**config.mk**
```make
export PLATFORM = sky130hd
export DESIGN_NAME = keypad_focus_intent_controller_top_flat
export DESIGN_NICKNAME = d
export VERILOG_FILES = /design/src/kfic_pkg.sv /design/src/kfic_req_if.sv /design/src/kfic_rsp_if.sv /design/src/kfic_csr_if.sv /design/src/kfic_csr_regs.sv /design/src/kfic_in_stage.sv /design/src/kfic_intent_engine.sv /design/src/keypad_focus_intent_controller_top.sv /design/src/flat_wrapper.sv
export SDC_FILE = /design/constraint.sdc
export NUM_CORES = 1
export LEC_CHECK = 0
export CORE_ASPECT_RATIO = 0.5
export CORE_MARGIN = 2
export CORE_UTILIZATION = 35
export DETAILED_ROUTE_END_ITERATION = 8
export DONT_BUFFER_PORTS = 1
export GPL_ROUTABILITY_DRIVEN = 0
export GPL_TIMING_DRIVEN = 0
export PLACE_DENSITY = 0.56
export SLEW_MARGIN = 5
export SYNTH_ARGS = -nofsm -noshare
export SYNTH_HDL_FRONTEND = slang
export SYNTH_HIERARCHICAL = 1
export SYNTH_SLANG_ARGS = --single-unit
```
**constraint.sdc**
```tcl
create_clock -name clock -period 9.4 [get_ports clock]
set_clock_uncertainty 0.15 [all_clocks]
set_input_delay 1.41 -clock clock [delete_from_list [all_inputs] [get_ports clock]]
set_output_delay 1.41 -clock clock [all_outputs]
set_load 0.005 [all_outputs]
```
**src/kfic_pkg.sv**
```systemverilog
// Shared types, codes and reset values for the keypad focus and intent controller.
package kfic_pkg;

   // Item kinds
   localparam logic OP_KEY  = 1'b0;
   localparam logic OP_TICK = 1'b1;

   // Key codes
   localparam logic [2:0] KEY_HALT  = 3'd0;
   localparam logic [2:0] KEY_LEFT  = 3'd1;
   localparam logic [2:0] KEY_RIGHT = 3'd2;
   localparam logic [2:0] KEY_MENU  = 3'd3;
   localparam logic [2:0] KEY_OK    = 3'd4;
   localparam logic [2:0] KEY_MODE  = 3'd5;
   localparam logic [2:0] KEY_RATE  = 3'd6;
   localparam logic [2:0] KEY_STOPS = 3'd7;

   // Gesture codes
   localparam logic [1:0] GEST_PRESS   = 2'd0;
   localparam logic [1:0] GEST_CLICK   = 2'd1;
   localparam logic [1:0] GEST_HOLD    = 2'd2;
   localparam logic [1:0] GEST_RELEASE = 2'd3;

   // Focus codes
   localparam logic [2:0] FOCUS_JOG   = 3'd0;
   localparam logic [2:0] FOCUS_SPEED = 3'd1;
   localparam logic [2:0] FOCUS_RATE  = 3'd2;
   localparam logic [2:0] FOCUS_MODE  = 3'd3;
   localparam logic [2:0] FOCUS_STOPS = 3'd4;
   localparam logic [2:0] FOCUS_MENU  = 3'd5;

   // Jog direction codes
   localparam logic [1:0] JOG_NONE  = 2'd0;
   localparam logic [1:0] JOG_LEFT  = 2'd1;
   localparam logic [1:0] JOG_RIGHT = 2'd2;

   // Intent codes
   localparam logic [4:0] INTENT_NONE         = 5'd0;
   localparam logic [4:0] INTENT_CANCEL       = 5'd1;
   localparam logic [4:0] INTENT_JOG_STOP     = 5'd2;
   localparam logic [4:0] INTENT_MENU_CLOSE   = 5'd3;
   localparam logic [4:0] INTENT_MENU_ACT     = 5'd4;
   localparam logic [4:0] INTENT_MENU_PREV    = 5'd5;
   localparam logic [4:0] INTENT_MENU_NEXT    = 5'd6;
   localparam logic [4:0] INTENT_ZERO         = 5'd7;
   localparam logic [4:0] INTENT_SPEED_PREV   = 5'd8;
   localparam logic [4:0] INTENT_SPEED_NEXT   = 5'd9;
   localparam logic [4:0] INTENT_PITCH_PREV   = 5'd10;
   localparam logic [4:0] INTENT_PITCH_NEXT   = 5'd11;
   localparam logic [4:0] INTENT_MODE_PREV    = 5'd12;
   localparam logic [4:0] INTENT_MODE_NEXT    = 5'd13;
   localparam logic [4:0] INTENT_SET_LEFT     = 5'd14;
   localparam logic [4:0] INTENT_SET_RIGHT    = 5'd15;
   localparam logic [4:0] INTENT_CLEAR_LEFT   = 5'd16;
   localparam logic [4:0] INTENT_CLEAR_RIGHT  = 5'd17;
   localparam logic [4:0] INTENT_RUN_LEFT     = 5'd18;
   localparam logic [4:0] INTENT_RUN_RIGHT    = 5'd19;
   localparam logic [4:0] INTENT_JOG_LEFT     = 5'd20;
   localparam logic [4:0] INTENT_JOG_RIGHT    = 5'd21;

   // Configuration register indexes
   localparam logic [0:0] CSR_FOCUS_TIMEOUT = 1'd0;
   localparam logic [0:0] CSR_MENU_COUNT    = 1'd1;

   localparam logic [31:0] FOCUS_TIMEOUT_RESET = 32'd5000;
   localparam logic [5:0]  MENU_COUNT_RESET    = 6'd8;

   // Powered-run latch
   typedef enum logic [2:0] {
      RUN_NONE      = 3'b001,
      RUN_COMMANDED = 3'b010,
      RUN_CONFIRMED = 3'b100
   } run_phase_type;

   typedef struct packed {
      logic        op;
      logic [2:0]  key;
      logic [1:0]  gesture;
      logic        motion_active;
      logic        motion_enabled;
      logic        left_stop_set;
      logic        right_stop_set;
      logic [31:0] now_ms;
   } req_item_type;

   typedef struct packed {
      logic [31:0] focus_timeout_ms;
      logic [5:0]  menu_item_count;
   } cfg_type;

endpackage

```
**src/kfic_req_if.sv**
```systemverilog
// Input channel interface: key events and time ticks.
interface kfic_req_if;
   logic        valid;
   logic        ready;
   logic        op;
   logic [2:0]  key;
   logic [1:0]  gesture;
   logic        motion_active;
   logic        motion_enabled;
   logic        left_stop_set;
   logic        right_stop_set;
   logic [31:0] now_ms;

   modport source (
      output valid, op, key, gesture, motion_active, motion_enabled,
             left_stop_set, right_stop_set, now_ms,
      input  ready
   );
   modport sink (
      input  valid, op, key, gesture, motion_active, motion_enabled,
             left_stop_set, right_stop_set, now_ms,
      output ready
   );
endinterface

```
**src/kfic_rsp_if.sv**
```systemverilog
// Result channel interface: intent code and focus and menu status.
interface kfic_rsp_if;
   logic       valid;
   logic       ready;
   logic [4:0] intent;
   logic       timed_out;
   logic [2:0] focus_now;
   logic       menu_is_open;
   logic [5:0] menu_position;

   modport source (
      output valid, intent, timed_out, focus_now, menu_is_open, menu_position,
      input  ready
   );
   modport sink (
      input  valid, intent, timed_out, focus_now, menu_is_open, menu_position,
      output ready
   );
endinterface

```
**src/kfic_csr_if.sv**
```systemverilog
// Configuration write channel interface.
interface kfic_csr_if;
   logic        valid;
   logic        ready;
   logic [0:0]  index;
   logic [31:0] data;

   modport source (
      output valid, index, data,
      input  ready
   );
   modport sink (
      input  valid, index, data,
      output ready
   );
endinterface

```
**src/kfic_csr_regs.sv**
```systemverilog
// Configuration registers: focus timeout and menu item count.
module kfic_csr_regs
   import kfic_pkg::*;
(
   input  logic       clock,
   input  logic       reset,
   kfic_csr_if.sink   csr_chan,
   output cfg_type    cfg
);

   cfg_type cfg_ff, cfg_in;

   assign csr_chan.ready = 1'b1;

   always_comb begin
      cfg_in = cfg_ff;
      if (csr_chan.valid) begin
         unique case (csr_chan.index)
            CSR_FOCUS_TIMEOUT: cfg_in.focus_timeout_ms = csr_chan.data;
            CSR_MENU_COUNT:    cfg_in.menu_item_count  = csr_chan.data[5:0];
            default:           cfg_in = cfg_ff;
         endcase
      end
   end

   always_ff @(posedge clock) begin
      if (reset) begin
         cfg_ff.focus_timeout_ms <= FOCUS_TIMEOUT_RESET;
         cfg_ff.menu_item_count  <= MENU_COUNT_RESET;
      end else begin
         cfg_ff <= cfg_in;
      end
   end

   assign cfg = cfg_ff;

endmodule

```
**src/kfic_in_stage.sv**
```systemverilog
// Input register: captures one transaction from the input channel.
module kfic_in_stage
   import kfic_pkg::*;
(
   input  logic         clock,
   input  logic         reset,
   kfic_req_if.sink     req_chan,
   input  logic         item_taken,
   output logic         item_valid,
   output req_item_type item
);

   logic         valid_ff, valid_in;
   req_item_type item_ff;
   logic         load;

   // The register may refill in the same cycle that its content moves on.
   assign req_chan.ready = !valid_ff || item_taken;
   assign load           = req_chan.valid && req_chan.ready;

   always_comb begin
      valid_in = valid_ff;
      if (load) begin
         valid_in = 1'b1;
      end else if (item_taken) begin
         valid_in = 1'b0;
      end
   end

   always_ff @(posedge clock) begin
      if (reset) begin
         valid_ff <= 1'b0;
      end else begin
         valid_ff <= valid_in;
      end
   end

   always_ff @(posedge clock) begin
      if (load) begin
         item_ff.op             <= req_chan.op;
         item_ff.key            <= req_chan.key;
         item_ff.gesture        <= req_chan.gesture;
         item_ff.motion_active  <= req_chan.motion_active;
         item_ff.motion_enabled <= req_chan.motion_enabled;
         item_ff.left_stop_set  <= req_chan.left_stop_set;
         item_ff.right_stop_set <= req_chan.right_stop_set;
         item_ff.now_ms         <= req_chan.now_ms;
      end
   end

   assign item_valid = valid_ff;
   assign item       = item_ff;

endmodule

```
**src/kfic_intent_engine.sv**
```systemverilog
// Controller state, intent decode and result register.
module kfic_intent_engine
   import kfic_pkg::*;
(
   input  logic         clock,
   input  logic         reset,
   input  cfg_type      cfg,
   input  logic         item_valid,
   input  req_item_type item,
   output logic         item_taken,
   kfic_rsp_if.source   rsp_chan
);

   // Controller state
   logic [2:0]    focus_ff, focus_in;
   logic          menu_open_ff, menu_open_in;
   logic [5:0]    menu_idx_ff, menu_idx_in;
   logic [31:0]   last_act_ff, last_act_in;
   run_phase_type run_ff, run_in;
   logic [1:0]    jog_dir_ff, jog_dir_in;

   // Result register
   logic          rsp_valid_ff, rsp_valid_in;
   logic [4:0]    intent_ff, intent_in;
   logic          timed_ff, timed_in;

   logic          arrow, left, sset, act_gest, widget, expired;
   logic [31:0]   idle_ms;
   logic [6:0]    idx_next_wide;
   run_phase_type run_mid;

   assign item_taken = item_valid && (!rsp_valid_ff || rsp_chan.ready);

   assign arrow    = (item.key == KEY_LEFT) || (item.key == KEY_RIGHT);
   assign left     = (item.key == KEY_LEFT);
   assign sset     = left ? item.left_stop_set : item.right_stop_set;
   assign act_gest = (item.gesture == GEST_CLICK) || (item.gesture == GEST_HOLD);
   assign widget   = (focus_ff >= FOCUS_SPEED) && (focus_ff <= FOCUS_STOPS);
   assign idle_ms  = item.now_ms - last_act_ff;
   assign expired  = idle_ms >= cfg.focus_timeout_ms;
   assign idx_next_wide = {1'b0, menu_idx_ff} + 7'd1;

   // Latch reconciled against the machine's motion report.
   always_comb begin
      run_mid = run_ff;
      if (item.motion_active) begin
         if (run_ff == RUN_COMMANDED) begin
            run_mid = RUN_CONFIRMED;
         end
      end else if (run_ff == RUN_CONFIRMED) begin
         run_mid = RUN_NONE;
      end
   end

   always_comb begin
      focus_in     = focus_ff;
      menu_open_in = menu_open_ff;
      menu_idx_in  = menu_idx_ff;
      last_act_in  = last_act_ff;
      run_in       = run_ff;
      jog_dir_in   = jog_dir_ff;
      intent_in    = INTENT_NONE;
      timed_in     = 1'b0;

      if (item.op == OP_TICK) begin
         if (widget && expired) begin
            focus_in = FOCUS_JOG;
            timed_in = 1'b1;
         end
      end else begin
         last_act_in = item.now_ms;
         priority if (item.key == KEY_HALT) begin
            if (item.gesture != GEST_RELEASE) begin
               menu_open_in = 1'b0;
               focus_in     = FOCUS_JOG;
               run_in       = RUN_NONE;
               jog_dir_in   = JOG_NONE;
               intent_in    = INTENT_CANCEL;
            end
         end else if (arrow && item.gesture == GEST_RELEASE && jog_dir_ff != JOG_NONE) begin
            // Dead-man release of a running jog.
            jog_dir_in = JOG_NONE;
            intent_in  = INTENT_JOG_STOP;
         end else begin
            run_in = run_mid;
            priority if (item.key == KEY_MENU) begin
               if (item.gesture == GEST_CLICK) begin
                  if (menu_open_ff) begin
                     menu_open_in = 1'b0;
                     focus_in     = FOCUS_JOG;
                     intent_in    = INTENT_MENU_CLOSE;
                  end else begin
                     menu_open_in = 1'b1;
                     focus_in     = FOCUS_MENU;
                     menu_idx_in  = 6'd0;
                  end
               end
            end else if (menu_open_ff) begin
               if (item.gesture == GEST_CLICK) begin
                  priority if (item.key == KEY_OK) begin
                     intent_in = INTENT_MENU_ACT;
                  end else if (item.key == KEY_LEFT) begin
                     if (menu_idx_ff != 6'd0) begin
                        menu_idx_in = menu_idx_ff - 6'd1;
                        intent_in   = INTENT_MENU_PREV;
                     end
                  end else if (item.key == KEY_RIGHT) begin
                     if (idx_next_wide < {1'b0, cfg.menu_item_count}) begin
                        menu_idx_in = idx_next_wide[5:0];
                        intent_in   = INTENT_MENU_NEXT;
                     end
                  end else begin
                     intent_in = INTENT_NONE;
                  end
               end
            end else if (item.key == KEY_MODE || item.key == KEY_RATE ||
                         item.key == KEY_STOPS) begin
               if (item.gesture == GEST_CLICK) begin
                  priority if (item.key == KEY_MODE) begin
                     focus_in = FOCUS_MODE;
                  end else if (item.key == KEY_RATE) begin
                     focus_in = FOCUS_RATE;
                  end else begin
                     focus_in = FOCUS_STOPS;
                  end
               end
            end else if (item.key == KEY_OK) begin
               if (item.gesture == GEST_CLICK) begin
                  focus_in = widget ? FOCUS_JOG : FOCUS_SPEED;
               end else if (item.gesture == GEST_HOLD && focus_ff == FOCUS_JOG) begin
                  intent_in = INTENT_ZERO;
               end
            end else if (arrow) begin
               unique case (focus_ff)
                  FOCUS_SPEED: begin
                     if (item.gesture == GEST_CLICK) begin
                        intent_in = left ? INTENT_SPEED_PREV : INTENT_SPEED_NEXT;
                     end
                  end
                  FOCUS_RATE: begin
                     if (item.gesture == GEST_CLICK) begin
                        intent_in = left ? INTENT_PITCH_PREV : INTENT_PITCH_NEXT;
                     end
                  end
                  FOCUS_MODE: begin
                     if (item.gesture == GEST_CLICK) begin
                        intent_in = left ? INTENT_MODE_PREV : INTENT_MODE_NEXT;
                     end
                  end
                  FOCUS_STOPS: begin
                     if (!item.motion_enabled && !item.motion_active) begin
                        if (item.gesture == GEST_CLICK && !sset) begin
                           intent_in = left ? INTENT_SET_LEFT : INTENT_SET_RIGHT;
                        end else if (item.gesture == GEST_HOLD && sset) begin
                           intent_in = left ? INTENT_CLEAR_LEFT : INTENT_CLEAR_RIGHT;
                        end
                     end
                  end
                  FOCUS_JOG: begin
                     if (!item.motion_enabled) begin
                        priority if (run_mid != RUN_NONE) begin
                           // An arrow click or hold aborts a powered run.
                           if (act_gest) begin
                              run_in    = RUN_NONE;
                              intent_in = INTENT_CANCEL;
                           end
                        end else if (sset) begin
                           if (act_gest) begin
                              run_in    = RUN_COMMANDED;
                              intent_in = left ? INTENT_RUN_LEFT : INTENT_RUN_RIGHT;
                           end
                        end else if (item.gesture == GEST_PRESS) begin
                           jog_dir_in = left ? JOG_LEFT : JOG_RIGHT;
                           intent_in  = left ? INTENT_JOG_LEFT : INTENT_JOG_RIGHT;
                        end else begin
                           intent_in = INTENT_NONE;
                        end
                     end
                  end
                  default: intent_in = INTENT_NONE;
               endcase
            end else begin
               intent_in = INTENT_NONE;
            end
         end
      end
   end

   always_comb begin
      rsp_valid_in = rsp_valid_ff;
      if (item_taken) begin
         rsp_valid_in = 1'b1;
      end else if (rsp_chan.ready) begin
         rsp_valid_in = 1'b0;
      end
   end

   always_ff @(posedge clock) begin
      if (reset) begin
         focus_ff     <= FOCUS_JOG;
         menu_open_ff <= 1'b0;
         menu_idx_ff  <= 6'd0;
         last_act_ff  <= 32'd0;
         run_ff       <= RUN_NONE;
         jog_dir_ff   <= JOG_NONE;
         rsp_valid_ff <= 1'b0;
      end else begin
         rsp_valid_ff <= rsp_valid_in;
         if (item_taken) begin
            focus_ff     <= focus_in;
            menu_open_ff <= menu_open_in;
            menu_idx_ff  <= menu_idx_in;
            last_act_ff  <= last_act_in;
            run_ff       <= run_in;
            jog_dir_ff   <= jog_dir_in;
         end
      end
   end

   always_ff @(posedge clock) begin
      if (item_taken) begin
         intent_ff <= intent_in;
         timed_ff  <= timed_in;
      end
   end

   // Status fields come straight from the state registers, which are only
   // updated together with the result register.
   assign rsp_chan.valid         = rsp_valid_ff;
   assign rsp_chan.intent        = intent_ff;
   assign rsp_chan.timed_out     = timed_ff;
   assign rsp_chan.focus_now     = focus_ff;
   assign rsp_chan.menu_is_open  = menu_open_ff;
   assign rsp_chan.menu_position = menu_idx_ff;

endmodule

```
**src/keypad_focus_intent_controller_top.sv**
```systemverilog
// Top level of the keypad focus and intent controller.
//
// The controller turns keypad transactions and periodic time ticks into one
// intent code per transaction, together with the focus, menu open flag and menu
// index that hold after it. Each accepted transaction produces exactly one
// result transaction, in order. Throughput is one transaction per clock cycle
// while results are taken without delay: a transaction first sits in the input
// register, then the intent decode and the single 32-bit idle-time subtract
// and compare settle into the result register together with the controller
// state. The decode reads the state left by the previous transaction
// directly from the state registers, so consecutive transactions need no
// spacing. The input register refills in the same cycle that its content
// moves into the result register. While a finished result waits to be taken,
// the input side can still take one further transaction into the empty input
// register and then stalls until the result is taken. Idle time is worked out
// with wrapping 32-bit arithmetic, so a timer rollover needs no special care.
// Configuration writes are always accepted and should only be issued while
// no transaction is in flight.
module keypad_focus_intent_controller_top
   import kfic_pkg::*;
(
   input  logic       clock,
   input  logic       reset,
   kfic_req_if.sink   req_chan,
   kfic_rsp_if.source rsp_chan,
   kfic_csr_if.sink   csr_chan
);

   cfg_type      cfg;
   logic         item_valid;
   logic         item_taken;
   req_item_type item;

   // Focus timeout and menu item count.
   kfic_csr_regs u_csr_regs (
      .clock    (clock),
      .reset    (reset),
      .csr_chan (csr_chan),
      .cfg      (cfg)
   );

   // Input register, released when the result register can take the item.
   kfic_in_stage u_in_stage (
      .clock      (clock),
      .reset      (reset),
      .req_chan   (req_chan),
      .item_taken (item_taken),
      .item_valid (item_valid),
      .item       (item)
   );

   // Priority decode, controller state and result register.
   kfic_intent_engine u_intent_engine (
      .clock      (clock),
      .reset      (reset),
      .cfg        (cfg),
      .item_valid (item_valid),
      .item       (item),
      .item_taken (item_taken),
      .rsp_chan   (rsp_chan)
   );

endmodule
```
**src/flat_wrapper.sv**
```systemverilog
// flat-port wrapper written by rule: the top's interface ports become plain ports
module keypad_focus_intent_controller_top_flat import kfic_pkg::*;
  (clock, reset, req_chan_valid, req_chan_op, req_chan_key, req_chan_gesture, req_chan_motion_active, req_chan_motion_enabled, req_chan_left_stop_set, req_chan_right_stop_set, req_chan_now_ms, req_chan_ready, rsp_chan_valid, rsp_chan_intent, rsp_chan_timed_out, rsp_chan_focus_now, rsp_chan_menu_is_open, rsp_chan_menu_position, rsp_chan_ready, csr_chan_valid, csr_chan_index, csr_chan_data, csr_chan_ready);
  kfic_req_if req_chan_i ();
  kfic_rsp_if rsp_chan_i ();
  kfic_csr_if csr_chan_i ();
  input  logic clock;
  input  logic reset;
  input wire logic [$bits(req_chan_i.valid)-1:0] req_chan_valid;
  input wire logic [$bits(req_chan_i.op)-1:0] req_chan_op;
  input wire logic [$bits(req_chan_i.key)-1:0] req_chan_key;
  input wire logic [$bits(req_chan_i.gesture)-1:0] req_chan_gesture;
  input wire logic [$bits(req_chan_i.motion_active)-1:0] req_chan_motion_active;
  input wire logic [$bits(req_chan_i.motion_enabled)-1:0] req_chan_motion_enabled;
  input wire logic [$bits(req_chan_i.left_stop_set)-1:0] req_chan_left_stop_set;
  input wire logic [$bits(req_chan_i.right_stop_set)-1:0] req_chan_right_stop_set;
  input wire logic [$bits(req_chan_i.now_ms)-1:0] req_chan_now_ms;
  output wire logic [$bits(req_chan_i.ready)-1:0] req_chan_ready;
  output wire logic [$bits(rsp_chan_i.valid)-1:0] rsp_chan_valid;
  output wire logic [$bits(rsp_chan_i.intent)-1:0] rsp_chan_intent;
  output wire logic [$bits(rsp_chan_i.timed_out)-1:0] rsp_chan_timed_out;
  output wire logic [$bits(rsp_chan_i.focus_now)-1:0] rsp_chan_focus_now;
  output wire logic [$bits(rsp_chan_i.menu_is_open)-1:0] rsp_chan_menu_is_open;
  output wire logic [$bits(rsp_chan_i.menu_position)-1:0] rsp_chan_menu_position;
  input wire logic [$bits(rsp_chan_i.ready)-1:0] rsp_chan_ready;
  input wire logic [$bits(csr_chan_i.valid)-1:0] csr_chan_valid;
  input wire logic [$bits(csr_chan_i.index)-1:0] csr_chan_index;
  input wire logic [$bits(csr_chan_i.data)-1:0] csr_chan_data;
  output wire logic [$bits(csr_chan_i.ready)-1:0] csr_chan_ready;
  assign req_chan_i.valid = req_chan_valid;
  assign req_chan_i.op = req_chan_op;
  assign req_chan_i.key = req_chan_key;
  assign req_chan_i.gesture = req_chan_gesture;
  assign req_chan_i.motion_active = req_chan_motion_active;
  assign req_chan_i.motion_enabled = req_chan_motion_enabled;
  assign req_chan_i.left_stop_set = req_chan_left_stop_set;
  assign req_chan_i.right_stop_set = req_chan_right_stop_set;
  assign req_chan_i.now_ms = req_chan_now_ms;
  assign req_chan_ready = req_chan_i.ready;
  assign rsp_chan_valid = rsp_chan_i.valid;
  assign rsp_chan_intent = rsp_chan_i.intent;
  assign rsp_chan_timed_out = rsp_chan_i.timed_out;
  assign rsp_chan_focus_now = rsp_chan_i.focus_now;
  assign rsp_chan_menu_is_open = rsp_chan_i.menu_is_open;
  assign rsp_chan_menu_position = rsp_chan_i.menu_position;
  assign rsp_chan_i.ready = rsp_chan_ready;
  assign csr_chan_i.valid = csr_chan_valid;
  assign csr_chan_i.index = csr_chan_index;
  assign csr_chan_i.data = csr_chan_data;
  assign csr_chan_ready = csr_chan_i.ready;
  keypad_focus_intent_controller_top u_core (.clock(clock), .reset(reset), .req_chan(req_chan_i), .rsp_chan(rsp_chan_i), .csr_chan(csr_chan_i));
endmodule
```
======== Word level (Yosys, flattened, before mapping) ========
Cells that the tools add are included.
W data, S select, Z words.
cells by class
  $add $sub $neg .......................... 3
  $lt $le $gt $ge ......................... 4
  equality and inequality tests ........... 34
  multiplexer cells ....................... 107
  bitwise logic cells ..................... 4
  reduce and logical (&&, ||, !) cells .... 46
operators with widths
  operator               count
  $mux W3                36
  $mux W5                19
  $mux W6                10
  $ge A32 B32 Y1         1
  $mux W2                16
  $sub A32 B32 Y32       1
  $pmux W5 S5            1
  $mux W1                22
  $eq A3 B3 Y1 const B   6
  $reduce_bool A3 Y1     6
  $eq A3 B2 Y1 const B   5
  $ne A3 B1 Y1 const B   5
  $ne A3 B3 Y1 const B   5
  $reduce_and A13 Y1     1
  $mux W4                3
  $reduce_bool A2 Y1     6
  $reduce_and A11 Y1     1
  $logic_and A1 B1 Y1    10
  $ne A2 B2 Y1 const B   5
  $add A6 B1 Y7 const B  1
  $lt A7 B6 Y1           1
  $reduce_and A7 Y1      1
  $eq A3 B1 Y1 const B   2
  $logic_not A3 Y1       2
  17 further kinds       32
word-level totals
  register bits after elaboration ......... 135
  bits of input ports ..................... 80
  logic and storage cells ................. 218

======== Depth between registers and ports, before layout ========
Gate-level depths: netlist of the first run.
  depth after elaboration ................. 15
  gate-level depth with buffers ........... 19
  mapped depth without buffers ............ 19

======== By module ========
The synthesis of the first run kept the hierarchy.
modules (own cells, without submodules)
  module              instances  cells each  area an instance (µm²)  sequential area each (µm²)
  kfic_intent_engine  1          779         5681.7                  1141.1
  kfic_csr_regs       1          165         1650.3                  760.7
  kfic_in_stage       1          47          1316.3                  1281.2

======== Least setup slack after synthesis of the first run ========
No wires, ideal clock.
  kind .................................... reg-to-reg
  from .................................... register u_core.u_in_stage.item_ff (netlist bit u_core/u_in_stage/item[0])
  to ...................................... register u_core.u_intent_engine.focus_ff[2], in the netlist u_core/u_intent_engine/rsp_chan.focus_now[2]
  library setup time ...................... 120 ps
  arrival ................................. 3573 ps
  data required time ...................... 9130 ps
  setup slack ............................. 5557 ps
  cell stages (with the launch flop) ...... 20
  buffers on the path ..................... 0
  clock period less this slack ............ 3843 ps
  cells stage by stage .................... edfxtp_1 -> inv_1 -> ha_1 -> inv_1 -> fa_1 -> a211oi_1 -> o211ai_1 -> a221oi_2 -> a31oi_1 -> a21boi_1 -> a21oi_1 -> xor2_1 -> ha_1 -> nand2_1 -> o21a_1 -> a21oi_1 -> o211ai_1 -> a21oi_1 -> nor2b_1 -> a211o_1
on the way
  cells in the longest elaborated chain, start to end .. 5
ends and longest elaborated chain
  item                                line                       RTL
  from (decl)                         kfic_in_stage.sv:14        req_item_type item_ff;
  $sub A32 B32 Y32                    kfic_intent_engine.sv:39   assign idle_ms = item.now_ms - last_act_ff;
  $ge A32 B32 Y1                      kfic_intent_engine.sv:40   assign expired = idle_ms >= cfg.focus_timeout_ms;
  $logic_and A1 B1 Y1                 kfic_intent_engine.sv:66   if (widget && expired) begin
  $ne A2 B2 Y1 (no source line)       n/a
  $reduce_and A7 Y1 (no source line)  n/a
  to (signal assigned)                kfic_intent_engine.sv:210  focus_ff <= focus_in;
  to (decl)                           kfic_intent_engine.sv:15   logic [2:0] focus_ff, focus_in;
No other way between the ends.
A chain may end at the register's enable or synchronous reset.

======== Worst setup path in the final report of the first run ========
Ends and elaborated chain as after synthesis.

==> flow_summary.toml, run 1 <==
[sta]
period_share = 0.499
setup_viol = 0
slew_headroom = 0.480
tightest_slew_ps = 779
finalMaxSlewViolations = 0
tns_ps = 0
timing.hold.ws_ps = 306
clock.fmax_mhz = 213
fin_crit_ps = 4690
rsz0062_at_grt = "false"
hold_viol_final = 0

[job]
max_cap_violations = 0

[worst_setup_path]
path_class = "flop to flop"
crit_start = "u_core/u_in_stage/item[0]"
cp-endpoint = "u_core/u_intent_engine/rsp_chan.focus_now[2]"
crit_path_end_kind = "flop"
required_ps = 9620
reg2regPathDepth = 18
r2r_end = "u_core/u_intent_engine/rsp_chan.focus_now[2]"
arrival_ps = 4910
r2r-start = "u_core/u_in_stage/item[0]"
r2r_setup_slack_ps = 4710
cp_max_fo = 4
cp-start-kind = "flop"

[pwr]
p_leak_nw = 3.66
swShare = 0.282
ir_drop_v = 0.0000934
power.share.clock = 0.417
power.density_nw_per_um2 = 171
p_switching_w = 0.000466
p_comb_frac = 0.187
seqPwrFrac = 0.396
p_int_w = 0.00119

[clock_network]
cts_post_setup_buffers_inserted = 0
cts_hold_buf = 0
cts_buffers = 17
clock_latency_ps = 430
clk_pin_slew_ps = 60
cts-root-buf = "clkbuf_16"
post_cts_resized = 0
cts_max_level = 4
cts_tree = "done"
cts_sinks = 135
clockBufferDepth = 2

[logic_synthesis]
async_flop_share = 0
yosys_warnings = 6
syn_nets = 1147
ys.flop_type = "dfxtp_1"
synth.distinct_cells = 83
ys_ff_latch = 135
syn_area_sq_um = 8650
synth-edff-count = 48
ys_seq_area_frac = 0.368
avgSynthCellArea_sq_um = 8.73
netlist_instances = 991

[worst_hold_path]
hp-class = "flop to flop"

[run_status]
outcome = "completed"

[die]
row_count = 40
boundaryPins = 99
die_area_sq_um = 26100
start_util = 0.359
die_h_um = 115
dieWidth_um = 226
core_sq_um = 24100

[detailed_routing]
vias_per_cell = 5.08
ant_nets = 0
firstDrtPassIters = 5
wl_per_cell_um = 15.7
drc = 0
drt_iter0_markers = 374
vias = 6909
routed_wl_um = 21400

[final_layout]
diodes = 0
fin_nets = 1166
syn_to_final_growth_pct = 12.0
final_common_cell = "nand2_1"
final_area_sq_um = 9690
layout-drive-gt1-share = 0.0753
final_cell_mix = "nand2_1, a21oi_1, dfxtp_1, inv_1, ha_1"
final_util = 0.402
fillers = 2431

[grt]
grtUsageTotal = 0.168
grt_pass1_wl_um = 34400
grt_max_degree = 43
antenna_found_initial = 0
grt_pass1_vias = 6777
gr-total-overflow = 0

[placement]
port_buffers = 0
place.detailed.hpwl_um = 16500
placed_cell_area_sq_um = 9070
[layer usage]
metal,up-vias,share of wire,global-route usage
li1,3522,-,-
met1,3230,0.47,0.211
met2,135,0.47,0.289
met3,22,0.042,0.0388
met4,0,0.014,0.0539
met5,-,0,0
[cells in the mapped netlist, types with 4 or more instances]
cell type    n  area [sq um]
o21ai_1     26           130
a211o_1      4          35.0
o21bai_1     4          30.0
a21oi_1     99           495
nand3_1     17          85.1
o22ai_1      5          31.3
nor3_1      12          60.1
a211oi_1     8          60.1
nor3b_1      4          30.0
xnor2_1     18           158
edfxtp_1    48          1440
nand4_1      9          56.3
or3_1        8          50.1
nor2_1      56           210
o211ai_1     5          37.5
and3_1       7          43.8
xor2_1      17           149
a31oi_1     10          62.6
buf_2       11          55.1
a21o_1      25           188
nand2_1    114           428
dfxtp_1     87          1740
clkbuf_1    29           109
o21ai_0     30           150
o21a_1       5          37.5
nor2b_1     14          87.6
nand2b_1    41           257
ha_1        75           938
mux2i_1     20           200
nand4bb_1   22           248
inv_1       85           319
buf_6        6          67.6
o2111ai_1    4          35.0
[power by group through the flow]
stage               combinational (W)  clock (W)  sequential, W
global placement             0.000298          0       0.000667
finish                       0.000309   0.000689       0.000655
floorplan                    0.000242          0       0.000661
global route                 0.000350   0.000734       0.000658
detailed placement           0.000308          0       0.000668
CTS                          0.000310   0.000705       0.000656
[registers in the layout, indices dropped and copies added, names as in the netlist, 2 cells and up]
name,count
u_core/u_intent_engine/rsp_chan.intent,5
u_core/u_intent_engine/last_act_ff,32
u_core/u_in_stage/item,42
u_core/u_intent_engine/rsp_chan.focus_now,3
u_core/u_intent_engine/run_ff,3
u_core/u_intent_engine/rsp_chan.menu_position,6
u_core/u_csr_regs/cfg,38
u_core/u_intent_engine/jog_dir_ff,2
[cells by family (layout without fill, tap and decap cells)]
kind of cell    count (synthesis)  count (layout)  synth area share
xor+xnor                       36              36            0.0373
mux                            20              20            0.0231
other cells                     1               1          0.000434
buf+inv                       139             171            0.0681
compound gates                258             258             0.187
fa+ha+maj                      76              76             0.111
simple gates                  326             326             0.205
flops                         135             135             0.368
[how the worst min path moves through the flow]
| stage | depth (start not counted) | end | from | slack [ps] |
|---|---|---|---|---|
| floorplan | 2 | u_core/u_intent_engine/last_act_ff[10] | u_core/u_intent_engine/last_act_ff[10] | 290 |
| global placement | 2 | u_core/u_intent_engine/last_act_ff[28] | u_core/u_intent_engine/last_act_ff[28] | 290 |
| detailed placement | 2 | u_core/u_intent_engine/last_act_ff[4] | u_core/u_intent_engine/last_act_ff[4] | 300 |
| CTS | 2 | u_core/u_intent_engine/last_act_ff[4] | u_core/u_intent_engine/last_act_ff[4] | 310 |
| global route | 2 | u_core/u_intent_engine/last_act_ff[23] | u_core/u_intent_engine/last_act_ff[23] | 330 |
| finish | 2 | u_core/u_intent_engine/last_act_ff[11] | u_core/u_intent_engine/last_act_ff[11] | 310 |
[worst max-delay path, stage by stage (launching register included)]
cell	delay [ps]
edfxtp_1	380
inv_1	70
ha_1	150
inv_1	50
fa_1	410
a211oi_1	310
o211ai_1	160
a221oi_2	440
a31oi_1	300
a31oi_1	320
a21oi_1	140
xor2_1	160
ha_1	290
nand2_1	60
o21ai_0	150
nor3_1	180
o21ai_0	190
nor4_1	480
a211o_1	220
[stage by stage]
step | setup slack [ps] | total power, W | instances
after floorplan | 5560 | 0.000903 | 991
after global placement | 4780 | 0.000966 | 1327
after detailed placement | 4780 | 0.000976 | 1327
after CTS | 4770 | 0.00167 | 1359
after global routing | 4330 | 0.00174 | 1359
final | 4710 | 0.00165 | 1359
[area by class of cell]
type	count	area, sq um	area share
inverter	87	327	0.0337
multi-input combinational	717	4880	0.503
clock inverter	8	52.6	0.00542
tap	336	420	0.0434
sequential	135	3180	0.329
buffer	52	263	0.0271
clock buffer	24	568	0.0586
No activity file was read; power rests on OpenSTA's default activity.
==> run 2: changes to the inputs <==
PLACE_DENSITY = 0.58   (was 0.56)
clock period = 4 ns   (was 9.4 ns; I/O delays follow)
==> flow_summary.toml, run 2 (synthesis gave the netlist of run 1 again) <==
[placement]
port_buffers = 0
place.detailed.hpwl_um = 16100
place_inst = 1327

[job]
max_cap_violations = 0

[worst_hold_path]
holdCritStartpoint = "reset"
hold_end = "u_core/u_in_stage/item_valid"
hp-class = "input pin to flop"
holdPathStages = 1

[pwr]
power.density_nw_per_um2 = 401
seqPwrFrac = 0.389
p_switching_w = 0.00110
swShare = 0.277
total_power_w = 0.00396
p_comb_frac = 0.196
p_int_w = 0.00286
power.share.clock = 0.415
ir_drop_v = 0.000257
p_leak_nw = 3.71

[sta]
setup_viol = 2
rsz0062_at_grt = "true"
tightest_slew_ps = 753
finalMaxSlewViolations = 0
worst_slack_ps = -55.4
slew_headroom = 0.498
period_share = 1.01
fin_crit_ps = 4060
timing.hold.ws_ps = 90.4
hold_viol_final = 0
clock.fmax_mhz = 247

[detailed_routing]
drc = 0
firstDrtPassIters = 5
wl_per_cell_um = 15.4
drt_iter0_markers = 267
ant_nets = 0
routed_wl_um = 21100
vias = 7024
vias_per_cell = 5.12

[final_layout]
layout-drive-gt1-share = 0.104
fillers = 2432
fin_nets = 1179
largest_reg_flops = 42
final_common_cell = "nand2_1"
final_util = 0.409
diodes = 0
final_cell_mix = "nand2_1, a21oi_1, dfxtp_1, inv_1, ha_1"
layout.cells.non_filler = 1372
syn_to_final_growth_pct = 14.2

[clock_network]
clk_pin_slew_ps = 60
cts_tree = "done"
cts_max_level = 4
cts-root-buf = "clkbuf_16"
clockBufferDepth = 2
cts_sinks = 135
clock_latency_ps = 420
cts_hold_buf = 0
cts_buffers = 17

[worst_setup_path]
crit_path_end_kind = "flop"
reg2regPathDepth = 18
path_delay_family = "compound AO/OA/AOI/OAI gates"
cpMostUsedCell = "a211oi_2"
worst_path_largest_cell_delay_ps = 380
required_ps = 4160
r2r-start = "u_core/u_in_stage/item[0]"
cp_max_fo = 3
cp_slowest_cell = "edfxtp_1"
cp-start-kind = "flop"
path_class = "flop to flop"
r2r_setup_slack_ps = -60
r2r_end = "u_core/u_intent_engine/rsp_chan.focus_now[2]"
cp.buffers_inverters = 3
cp_cell_sequence = "inv_1, ha_2, inv_2, fa_2, a211oi_2, o211ai_1, a221oi_2, buf_4, a31o_2, o31ai_2, o22ai_1, xnor2_1, ha_1, nand4_1, a211oi_2, o31a_1, nor4_4, a211o_1"
arrival_ps = 4220

[die]
die_area_sq_um = 26100
core_sq_um = 24100
dieWidth_um = 226
die_h_um = 115
boundaryPins = 99
start_util = 0.359
row_count = 40

[grt]
antenna_found_initial = 0
grt_max_degree = 43
gr-total-overflow = 0
grtUsageTotal = 0.165
grt_pass1_vias = 6796
grt_pass1_wl_um = 33900

[run_status]
violations = "setup timing"
outcome = "finished, violations left"
-- run 2: changes by cell type in the layout (fill, tap and decap cells not counted), moves of 4 or more --
cell,delta
bufinv_16,+4
a21oi_2,+6
clkbuf_16,-5
a21oi_1,-6
buf_4,+13
-- run 2: power by group through the flow --
stage | Clock, W | Sequential [W] | Combinational (W)
final | 0.00164 | 0.00154 | 0.000775
after global routing | 0.00175 | 0.00155 | 0.000871
after CTS | 0.00169 | 0.00154 | 0.000748
after detailed placement | 0 | 0.00157 | 0.000719
after global placement | 0 | 0.00157 | 0.000698
after floorplan | 0 | 0.00155 | 0.000568
-- run 2: timing repair --
action                     CTS  global route
gates resized for setup     15             9
hold endpoints to repair     0             0
setup endpoints to repair    4             4
gates cloned                 0             0
setup buffers                7             6
pin swaps                   11            12
-- run 2: cell type report --
| cell class | count | area (sq um) | area share |
|---|---|---|---|
| Multi-Input combinational cell | 717 | 4970 | 0.504 |
| Sequential cell | 135 | 3180 | 0.322 |
| Clock buffer | 19 | 433 | 0.0438 |
| Tap cell | 336 | 420 | 0.0426 |
| Inverter | 87 | 327 | 0.0331 |
| Buffer | 52 | 263 | 0.0266 |
| Clock inverter | 13 | 180 | 0.0182 |
| Timing Repair Buffer | 13 | 97.6 | 0.00988 |
-- run 2: worst reg2reg max path, delay by kind of cell, from the launching register on --
kind / cells / cell delay [ps]
fa+ha+maj: 3 / 830
flops: 1 / 380
buf+inv: 3 / 280
simple gates: 2 / 250
compound gates: 9 / 1920
xor+xnor: 1 / 130
-- run 2: how the worst max path moves through the flow --
| stage | endpoint | slack (ps) | start | cells after the start |
|---|---|---|---|---|
| 5_1_grt | u_core/u_intent_engine/rsp_chan.focus_now[2] | -300 | u_core/u_in_stage/item[0] | 20 |
| 4_1_cts | u_core/u_intent_engine/rsp_chan.focus_now[2] | -190 | u_core/u_in_stage/item[0] | 20 |
| 3_5_place_dp | u_core/u_intent_engine/rsp_chan.focus_now[2] | -650 | u_core/u_in_stage/item[0] | 19 |
| 3_3_place_gp | u_core/u_intent_engine/rsp_chan.focus_now[2] | -550 | u_core/u_in_stage/item[0] | 19 |
| 6_report | u_core/u_intent_engine/rsp_chan.focus_now[2] | -60 | u_core/u_in_stage/item[0] | 18 |
| 2_1_floorplan | u_core/u_intent_engine/rsp_chan.focus_now[2] | 160 | u_core/u_in_stage/item[0] | 19 |
-- run 2: per-layer routing --
metal	GRT usage	share of wire
met3	0.0388	0.043
met1	0.207	0.47
met2	0.281	0.48
met4	0.0601	0.016
met5	0	0
-- run 2: metrics by stage --
stage / instance area (sq um) / TNS [ps] / setup WS, ps
6_report: 9880 / -88.5 / -55.4
2_1_floorplan: 8650 / 0 / 157
3_3_place_gp: 9070 / -1950 / -551
4_1_cts: 9800 / -503 / -191
5_1_grt: 9880 / -965 / -303
3_5_place_dp: 9070 / -2340 / -655
